`src/lpc_pkg.sv`:
```
`default_nettype none
package lpc_pkg;

  // field widths
  localparam int POS_W     = 16;
  localparam int MAX_ITEMS = 1024;
  localparam int CNT_W     = $clog2(MAX_ITEMS + 1);
  localparam int SUM_W     = POS_W + $clog2(MAX_ITEMS);
  localparam int STEP_W    = $clog2(POS_W);

  // threshold after reset, unsigned 12.4
  localparam logic [POS_W-1:0] THR_RESET = 16'd16;

  // fault flag bits of the open cluster
  localparam int FLAG_ORDER = 0;
  localparam int FLAG_SAT   = 1;

  typedef enum logic [1:0] {
    ST_IDLE,
    ST_DIV,
    ST_HAND
  } lpc_state_t;

endpackage
`default_nettype wire

```
`src/lpc_in_if.sv`:
```
`default_nettype none
interface lpc_in_if;
  import lpc_pkg::*;

  logic             valid;
  logic             ready;
  logic [POS_W-1:0] position;
  logic             last_in_list;

  modport source (output valid, output position, output last_in_list, input ready);
  modport sink   (input valid, input position, input last_in_list, output ready);
endinterface
`default_nettype wire

```
`src/lpc_out_if.sv`:
```
`default_nettype none
interface lpc_out_if;
  import lpc_pkg::*;

  logic             valid;
  logic             ready;
  logic [POS_W-1:0] cluster_mean;
  logic             final_cluster;
  logic             order_fault;
  logic             count_saturated;

  modport source (output valid, output cluster_mean, output final_cluster,
                  output order_fault, output count_saturated, input ready);
  modport sink   (input valid, input cluster_mean, input final_cluster,
                  input order_fault, input count_saturated, output ready);
endinterface
`default_nettype wire

```
`src/lpc_cfg_if.sv`:
```
`default_nettype none
interface lpc_cfg_if;
  import lpc_pkg::*;

  logic             valid;
  logic             ready;
  logic [POS_W-1:0] thr_value;

  modport source (output valid, output thr_value, input ready);
  modport sink   (input valid, input thr_value, output ready);
endinterface
`default_nettype wire

```
`src/lpc_serial_div.sv`:
```
`default_nettype none
module lpc_serial_div (
  input  wire logic                      clk,
  input  wire logic                      rst_n,
  input  wire logic                      start,
  input  wire logic [lpc_pkg::SUM_W-1:0] dividend,
  input  wire logic [lpc_pkg::CNT_W-1:0] divisor,
  output      logic                      done,
  output      logic [lpc_pkg::POS_W-1:0] quotient
);
  import lpc_pkg::*;

  logic [CNT_W-1:0]  rem_r;
  logic [CNT_W-1:0]  rem_nxt;
  logic [POS_W-1:0]  quo_r;
  logic [CNT_W-1:0]  div_r;
  logic [STEP_W-1:0] step_r;
  logic              busy_r;
  logic              done_r;
  logic [CNT_W:0]    partial;
  logic [CNT_W:0]    diff;
  logic              fits;

  // one quotient bit per cycle: shift in the next dividend bit, trial subtract
  assign partial = {rem_r, quo_r[POS_W-1]};
  assign diff    = partial - {1'b0, div_r};
  assign fits    = (partial >= {1'b0, div_r});
  assign rem_nxt = fits ? diff[CNT_W-1:0] : partial[CNT_W-1:0];

  // control: step counter and done pulse
  always_ff @(posedge clk) begin
    if (!rst_n) begin
      busy_r <= 1'b0;
      done_r <= 1'b0;
      step_r <= '0;
    end else begin
      done_r <= 1'b0;
      if (start) begin
        busy_r <= 1'b1;
        step_r <= STEP_W'(POS_W - 1);
      end else if (busy_r) begin
        step_r <= step_r - 1'b1;
        if (step_r == '0) begin
          busy_r <= 1'b0;
          done_r <= 1'b1;
        end
      end
    end
  end

  // datapath: upper dividend bits are already below the divisor
  always_ff @(posedge clk) begin
    if (start) begin
      rem_r <= CNT_W'(dividend[SUM_W-1:POS_W]);
      quo_r <= dividend[POS_W-1:0];
      div_r <= divisor;
    end else if (busy_r) begin
      rem_r <= rem_nxt;
      quo_r <= {quo_r[POS_W-2:0], fits};
    end
  end

  assign done     = done_r;
  assign quotient = quo_r;

endmodule
`default_nettype wire

```
`src/line_position_clustering_core.sv`:
```
`default_nettype none
// an item that leaves its cluster open is taken without leaving the idle state
// an item that emits a cluster stops the input while the bit-serial divider forms the mean
// (16 steps, one bit a cycle); the result waits for a free output slot, then input resumes
// an item that closes a cluster and ends the list emits two results, the second after a new division
// reset (rst_n low, synchronous) empties the cluster state and the result register,
// and sets the threshold to 1.0 (16 in 12.4)
module line_position_clustering_core (
  input wire logic clk,
  input wire logic rst_n,
  lpc_in_if.sink   in_item,
  lpc_out_if.source out_item,
  lpc_cfg_if.sink  cfg_wr
);
  import lpc_pkg::*;

  lpc_state_t state_r;
  lpc_state_t state_nxt;

  logic [POS_W-1:0] thr_r;
  logic [POS_W-1:0] anchor_r;
  logic [SUM_W-1:0] sum_r;
  logic [CNT_W-1:0] count_r;
  logic [POS_W-1:0] prev_r;
  logic             open_r;
  logic [1:0]       flags_r;
  logic             second_r;
  logic [1:0]       job_flags_r;
  logic             job_final_r;

  logic             out_valid_r;
  logic [POS_W-1:0] out_mean_r;
  logic             out_final_r;
  logic             out_order_r;
  logic             out_sat_r;

  logic [POS_W-1:0] pos;
  logic             accept;
  logic             ord;
  logic [POS_W-1:0] anchor_gap;
  logic             close;
  logic [POS_W-1:0] anchor_nxt;
  logic [SUM_W-1:0] sum_nxt;
  logic [CNT_W-1:0] count_nxt;
  logic [1:0]       flags_nxt;

  logic             slot_free;
  logic             in_rdy;
  logic             div_start;
  logic             load_out;
  logic             div_done;
  logic [POS_W-1:0] div_quo;
  logic [SUM_W-1:0] div_sum;
  logic [CNT_W-1:0] div_cnt;

  assign pos       = in_item.position;
  assign accept    = in_item.valid && in_rdy;
  assign slot_free = !out_valid_r || out_item.ready;

  // distance to the anchor and order check against the previous position
  assign ord        = open_r && (pos < prev_r);
  assign anchor_gap = (pos >= anchor_r) ? (pos - anchor_r) : (anchor_r - pos);
  assign close      = open_r && (anchor_gap >= thr_r);

  // cluster state after taking in the position
  always_comb begin
    anchor_nxt = anchor_r;
    sum_nxt    = sum_r;
    count_nxt  = count_r;
    flags_nxt  = flags_r;
    if (!open_r || close) begin
      anchor_nxt = pos;
      sum_nxt    = SUM_W'(pos);
      count_nxt  = CNT_W'(1);
      flags_nxt  = {1'b0, ord};
    end else begin
      flags_nxt[FLAG_ORDER] = flags_r[FLAG_ORDER] | ord;
      if (count_r < CNT_W'(MAX_ITEMS)) begin
        sum_nxt   = sum_r + SUM_W'(pos);
        count_nxt = count_r + 1'b1;
      end else begin
        flags_nxt[FLAG_SAT] = 1'b1;
      end
    end
  end

  // next state
  always_comb begin
    state_nxt = state_r;
    unique case (state_r)
      ST_IDLE: if (accept && (close || in_item.last_in_list)) state_nxt = ST_DIV;
      ST_DIV:  if (div_done) state_nxt = ST_HAND;
      ST_HAND: if (slot_free) state_nxt = second_r ? ST_DIV : ST_IDLE;
      default: state_nxt = ST_IDLE;
    endcase
  end

  // state machine outputs
  always_comb begin
    in_rdy    = 1'b0;
    div_start = 1'b0;
    load_out  = 1'b0;
    unique case (state_r)
      ST_IDLE: begin
        in_rdy    = 1'b1;
        div_start = in_item.valid && (close || in_item.last_in_list);
      end
      ST_DIV: begin
        in_rdy = 1'b0;
      end
      ST_HAND: begin
        load_out  = slot_free;
        div_start = slot_free && second_r;
      end
      default: begin
        in_rdy = 1'b0;
      end
    endcase
  end

  always_ff @(posedge clk) begin
    if (!rst_n) begin
      state_r <= ST_IDLE;
    end else begin
      state_r <= state_nxt;
    end
  end

  // closed cluster comes from the held state, a final one from the updated state
  assign div_sum = (accept && !close) ? sum_nxt : sum_r;
  assign div_cnt = (accept && !close) ? count_nxt : count_r;

  lpc_serial_div u_div (
    .clk      (clk),
    .rst_n    (rst_n),
    .start    (div_start),
    .dividend (div_sum),
    .divisor  (div_cnt),
    .done     (div_done),
    .quotient (div_quo)
  );

  // threshold register
  always_ff @(posedge clk) begin
    if (!rst_n) begin
      thr_r <= THR_RESET;
    end else if (cfg_wr.valid) begin
      thr_r <= cfg_wr.thr_value;
    end
  end

  // cluster state and pending second result
  always_ff @(posedge clk) begin
    if (!rst_n) begin
      anchor_r    <= '0;
      sum_r       <= '0;
      count_r     <= '0;
      prev_r      <= '0;
      open_r      <= 1'b0;
      flags_r     <= '0;
      second_r    <= 1'b0;
      job_flags_r <= '0;
      job_final_r <= 1'b0;
    end else if (accept) begin
      prev_r <= pos;
      if (close) begin
        job_flags_r <= flags_r;
        job_final_r <= 1'b0;
        second_r    <= in_item.last_in_list;
      end else if (in_item.last_in_list) begin
        job_flags_r <= flags_nxt;
        job_final_r <= 1'b1;
      end
      if (in_item.last_in_list && !close) begin
        anchor_r <= '0;
        sum_r    <= '0;
        count_r  <= '0;
        flags_r  <= '0;
        open_r   <= 1'b0;
      end else begin
        anchor_r <= anchor_nxt;
        sum_r    <= sum_nxt;
        count_r  <= count_nxt;
        flags_r  <= flags_nxt;
        open_r   <= !in_item.last_in_list;
      end
    end else if (load_out && second_r) begin
      // one-member final cluster follows the closed one
      job_flags_r <= flags_r;
      job_final_r <= 1'b1;
      second_r    <= 1'b0;
      anchor_r    <= '0;
      sum_r       <= '0;
      count_r     <= '0;
      flags_r     <= '0;
    end
  end

  // result register
  always_ff @(posedge clk) begin
    if (!rst_n) begin
      out_valid_r <= 1'b0;
    end else if (load_out) begin
      out_valid_r <= 1'b1;
    end else if (out_item.ready) begin
      out_valid_r <= 1'b0;
    end
  end

  always_ff @(posedge clk) begin
    if (load_out) begin
      out_mean_r  <= div_quo;
      out_final_r <= job_final_r;
      out_order_r <= job_flags_r[FLAG_ORDER];
      out_sat_r   <= job_flags_r[FLAG_SAT];
    end
  end

  assign in_item.ready            = in_rdy;
  assign cfg_wr.ready             = 1'b1;
  assign out_item.valid           = out_valid_r;
  assign out_item.cluster_mean    = out_mean_r;
  assign out_item.final_cluster   = out_final_r;
  assign out_item.order_fault     = out_order_r;
  assign out_item.count_saturated = out_sat_r;

endmodule
`default_nettype wire

```
`src/flat_wrapper.sv`:
```
// flat-port wrapper written by rule: the top's interface ports become plain ports
module line_position_clustering_core_flat import lpc_pkg::*;
  (clk, rst_n, in_item_valid, in_item_position, in_item_last_in_list, in_item_ready, out_item_valid, out_item_cluster_mean, out_item_final_cluster, out_item_order_fault, out_item_count_saturated, out_item_ready, cfg_wr_valid, cfg_wr_thr_value, cfg_wr_ready);
  lpc_in_if in_item_i ();
  lpc_out_if out_item_i ();
  lpc_cfg_if cfg_wr_i ();
  input wire logic clk;
  input wire logic rst_n;
  input wire logic [$bits(in_item_i.valid)-1:0] in_item_valid;
  input wire logic [$bits(in_item_i.position)-1:0] in_item_position;
  input wire logic [$bits(in_item_i.last_in_list)-1:0] in_item_last_in_list;
  output wire logic [$bits(in_item_i.ready)-1:0] in_item_ready;
  output wire logic [$bits(out_item_i.valid)-1:0] out_item_valid;
  output wire logic [$bits(out_item_i.cluster_mean)-1:0] out_item_cluster_mean;
  output wire logic [$bits(out_item_i.final_cluster)-1:0] out_item_final_cluster;
  output wire logic [$bits(out_item_i.order_fault)-1:0] out_item_order_fault;
  output wire logic [$bits(out_item_i.count_saturated)-1:0] out_item_count_saturated;
  input wire logic [$bits(out_item_i.ready)-1:0] out_item_ready;
  input wire logic [$bits(cfg_wr_i.valid)-1:0] cfg_wr_valid;
  input wire logic [$bits(cfg_wr_i.thr_value)-1:0] cfg_wr_thr_value;
  output wire logic [$bits(cfg_wr_i.ready)-1:0] cfg_wr_ready;
  assign in_item_i.valid = in_item_valid;
  assign in_item_i.position = in_item_position;
  assign in_item_i.last_in_list = in_item_last_in_list;
  assign in_item_ready = in_item_i.ready;
  assign out_item_valid = out_item_i.valid;
  assign out_item_cluster_mean = out_item_i.cluster_mean;
  assign out_item_final_cluster = out_item_i.final_cluster;
  assign out_item_order_fault = out_item_i.order_fault;
  assign out_item_count_saturated = out_item_i.count_saturated;
  assign out_item_i.ready = out_item_ready;
  assign cfg_wr_i.valid = cfg_wr_valid;
  assign cfg_wr_i.thr_value = cfg_wr_thr_value;
  assign cfg_wr_ready = cfg_wr_i.ready;
  line_position_clustering_core u_core (.clk(clk), .rst_n(rst_n), .in_item(in_item_i), .out_item(out_item_i), .cfg_wr(cfg_wr_i));
endmodule
```
`config.mk`:
```
export PLATFORM = sky130hd
export DESIGN_NAME = line_position_clustering_core_flat
export DESIGN_NICKNAME = d
export VERILOG_FILES = /design/src/lpc_pkg.sv /design/src/lpc_in_if.sv /design/src/lpc_out_if.sv /design/src/lpc_cfg_if.sv /design/src/lpc_serial_div.sv /design/src/line_position_clustering_core.sv /design/src/flat_wrapper.sv
export SDC_FILE = /design/constraint.sdc
export NUM_CORES = 1
export LEC_CHECK = 0
export BUFFER_PORTS_ARGS = -buffer_cell sky130_fd_sc_hd__buf_4
export CORE_MARGIN = 2
export CORE_UTILIZATION = 40
export CTS_CLUSTER_DIAMETER = 30
export CTS_CLUSTER_SIZE = 16
export DETAILED_ROUTE_END_ITERATION = 6
export GPL_ROUTABILITY_DRIVEN = 1
export SLEW_MARGIN = 20
export SYNTH_ARGS = -nofsm -noshare
export SYNTH_HDL_FRONTEND = slang
export SYNTH_SLANG_ARGS = --single-unit
```
`constraint.sdc`:
```
create_clock -name clk -period 5.49 [get_ports clk]
set_input_delay 0.549 -clock clk [delete_from_list [all_inputs] [get_ports clk]]
set_output_delay 0.549 -clock clk [all_outputs]
set_load 0.05 [all_outputs]
```
==> impl_metrics.env <==
export IMPL_status="finished clean"
export IMPL_crit_required_ns=5.68
export IMPL_grt_pass1_wl_um=48600
export IMPL_grt_util_all_layers=0.215
export IMPL_overflow=0
export IMPL_syn_inst=1257
export IMPL_hold_class="primary input to register"
export IMPL_io_pins=60
export IMPL_fin_crit_sh=0.936
export IMPL_cts_hold_buffers_added=0
export IMPL_finalSetupViolations=0
export IMPL_hold_violations=0
export IMPL_grt_pass1_vias=9087
export IMPL_clock_path_buffers=2
export IMPL_numCtsBuffers=17
export IMPL_initial_core_util=0.407
export IMPL_yosysSeqAreaShare=0.351
export IMPL_viasPerCell=5.64
export IMPL_power_density_nw_per_um2=318
export IMPL_antenna_found_initial=0
export IMPL_first_iter_violations=707
export IMPL_cts_setup_buffers=0
export IMPL_ir_worst_vdd_mv=0.192
export IMPL_synth_xor_area_frac=0.0239
export IMPL_yosys_top_cells_count="nand2_1, dfxtp_1, inv_1"
export IMPL_critPathMaxStageDelay_ns=0.42
export IMPL_syn_area_um2=10600
export IMPL_post_drt_wl_per_cell_um=17.5
export IMPL_synth_net_count=1390
export IMPL_route_detailed_drc=0
export IMPL_drt_pre_antenna_iters=5
export IMPL_ys_types=79
export IMPL_min_from="cfg_wr_thr_value[4]"
export IMPL_dp_hpwl_um=22000
export IMPL_nFillCells=2531
export IMPL_root_buffer="clkbuf_16"
export IMPL_synth_fa_ha_area_frac=0.115
export IMPL_fin_hold_ws_ns=0.334
export IMPL_synth_top_family_by_area="compound AO/OA/AOI/OAI gates"
export IMPL_crit_family="compound AO/OA/AOI/OAI gates"
export IMPL_synth_edf_count=56
export IMPL_core_um2=26100
export IMPL_cts_sinks=158
export IMPL_synthSimpleGateAreaFrac=0.169
export IMPL_leakage_nw=4.91
export IMPL_path_cells="ha_1 > inv_1 > fa_1 > a211oi_1 > o21ai_0 > a31oi_1 > buf_4 > o21ai_0 > a311oi_1 > o31ai_1 > xor2_1 > ha_1 > nand4_1 > or3_1 > o32a_1 > a211oi_4 > nor2_2 > inv_2 > buf_12 > mux2i_1 > a21o_1"
export IMPL_arrival_ns=5.33
export IMPL_worstHoldPathCells=3
export IMPL_crit_path_start_kind="register"
export IMPL_portBuffers=58
export IMPL_synthArstFlopShare=0
export IMPL_r2r_end="u_core.u_div.quotient[15]$_DFFE_PP_"
export IMPL_drive_above_1_share=0.125
export IMPL_slew_headroom=0.521
export IMPL_drt_antenna_violating_nets=0
export IMPL_die_x_um=167
export IMPL_maxCapViolations=0
export IMPL_muxShareOfSynthArea=0.0421
export IMPL_synth_compound_area_frac=0.238
export IMPL_htreeDepth=4
export IMPL_synth_top_area_share=0.192
export IMPL_synthTopCellsByArea="dfxtp_1, edfxtp_1, ha_1"
export IMPL_rows=59
export IMPL_fin_crit_ns=5.14
export IMPL_grt_max_degree=39
export IMPL_synthFlopType="dfxtp_1"
export IMPL_num_vias=9475
export IMPL_crit_type="register to register"
export IMPL_wl_um=29400
export IMPL_synth_most_common_cell="nand2_1"
export IMPL_rsz0062_at_grt="no"
export IMPL_syn_area_per_cell_um2=8.45
export IMPL_timing_rr_start="u_core.anchor_r[0]$_SDFFE_PN0P_"
export IMPL_worst_path_max_delay_cell="or3_1"
export IMPL_die_h_um=167
export IMPL_tightest_slew_ns=0.718
export IMPL_rrSetupSlack_ns=0.35
export IMPL_reg2regPathDepth=21
export IMPL_synth_seq_cells=158
export IMPL_clkTransAtPathRegs_ns=0.06
export IMPL_antenna_cells=0
export IMPL_crit_path_max_fanout=31
export IMPL_cp_end_kind="register"
export IMPL_cts_tree="yes"
export IMPL_clk_latency_ns=0.44
export IMPL_synth_top_area_cell="dfxtp_1"
export IMPL_hold_path_end="u_core.thr_r[4]$_SDFFE_PN1P_"
export IMPL_fin_worst_skew_ns=0.0155
export IMPL_worst_path_buf_inv=4
export IMPL_final_max_slew_violation_count=0
export IMPL_die_area_um2=27900
export IMPL_tns_ns=0
export IMPL_area_growth_pct=16.0
export IMPL_nets=1464
export IMPL_globalplace_congestion=0.928
export IMPL_cp_startpoint="u_core.anchor_r[0]$_SDFFE_PN0P_"
export IMPL_yosysWarnings=0
export IMPL_fmax_ghz=0.195
## repair_timing
action	CTS	global route
gates resized for setup	0	1
hold endpoints to repair	0	0
endpoints found under the setup margin	0	4
## worst min-delay path, stage by stage
cell and delay [ns]:
buf_4 0.08, nand2_1 0.04, o211ai_1 0.06
## stage by stage
stage	setup slack (ns)	utilization	cells	area (µm²)	power [mW]
after detailed placement	-0.0386	0.450	1647	11700	2.74
after floorplan	0.175	-	1257	10600	2.32
after global placement	0.0429	0.450	1647	11700	2.73
final	0.350	0.473	1679	12300	3.92
after CTS	0.266	0.472	1679	12300	3.94
after global routing	0.0237	0.473	1679	12300	4.16
## sequential cells by signal (all words and copies together), names as in the netlist, 2 cells and up
signal,flops
u_core.out_item.cluster_mean,16
u_core.sum_r,26
u_core.state_r,2
u_core.u_div.step_r,4
u_core.anchor_r,16
u_core.flags_r,2
u_core.count_r,11
u_core.u_div.rem_r,11
u_core.u_div.div_r,11
u_core.u_div.quotient,16
u_core.thr_r,16
u_core.job_flags_r,2
u_core.prev_r,16
## logic make-up (layout without fill, tap and decap cells)
logic type	after synthesis	count (layout)
and+or+nand+nor	386	386
adders and majority gates	95	95
muxes	44	44
AOI/OAI and AO/OA	384	384
buffers and inverters	160	247
other	1	1
DFF	158	158
xor gates and xnor gates	29	29
## final cells by class
| type | instances | area, µm² | area share |
|---|---|---|---|
| inverters | 102 | 383 | 0.0311 |
| well taps | 335 | 419 | 0.0340 |
| repair buffers | 113 | 948 | 0.0770 |
| flip-flops and latches | 158 | 3720 | 0.302 |
| clock inverters | 14 | 155 | 0.0126 |
| clock buffers | 18 | 429 | 0.0348 |
| multi-input cells | 939 | 6260 | 0.508 |
## per-layer routing
layer,share of wire,GRT usage,vias to the layer above
met4,0.021,0.0708,0
met1,0.48,0.304,4430
li1,-,-,4718
met2,0.45,0.341,283
met5,0,0,-
met3,0.050,0.0283,44
## how the worst max path moves through the flow
| stage | to | slack [ns] | cells past startpoint |
|---|---|---|---|
| 6_report | u_core.u_div.quotient[15]$_DFFE_PP_ | 0.35 | 21 |
| 3_5_place_dp | u_core.u_div.rem_r[0]$_DFFE_PP_ | -0.04 | 22 |
| 5_1_grt | u_core.u_div.rem_r[0]$_DFFE_PP_ | 0.02 | 21 |
| 3_3_place_gp | u_core.u_div.rem_r[0]$_DFFE_PP_ | 0.04 | 22 |
| 4_1_cts | u_core.u_div.rem_r[0]$_DFFE_PP_ | 0.27 | 20 |
| 2_1_floorplan | u_core.u_div.quotient[0]$_DFFE_PP_ | 0.17 | 19 |
## power by group
part / internal (mW) / switching (mW)
clock network: 0.678 / 0.524
registers: 1.35 / 0.0764
logic: 0.540 / 0.757
total: 2.57 / 1.36
## placed cells by master (no fill, tap or decap), types with 13 or more instances in the layout
cell       instances
a21o_1            15
a21oi_1           98
a22o_1            23
a31oi_1           21
buf_4            105
clkbuf_16         17
dfxtp_1          102
edfxtp_1          56
ha_1              91
inv_1            100
mux2i_1           39
nand2_1          139
nand2b_1          13
nand3_1           36
nand4_1           13
nor2_1            94
nor3_1            18
o211ai_1          25
o21ai_0           85
o31ai_1           17
or3_1             19
xor2_1            17
Power figures use the tool's default switching activity.
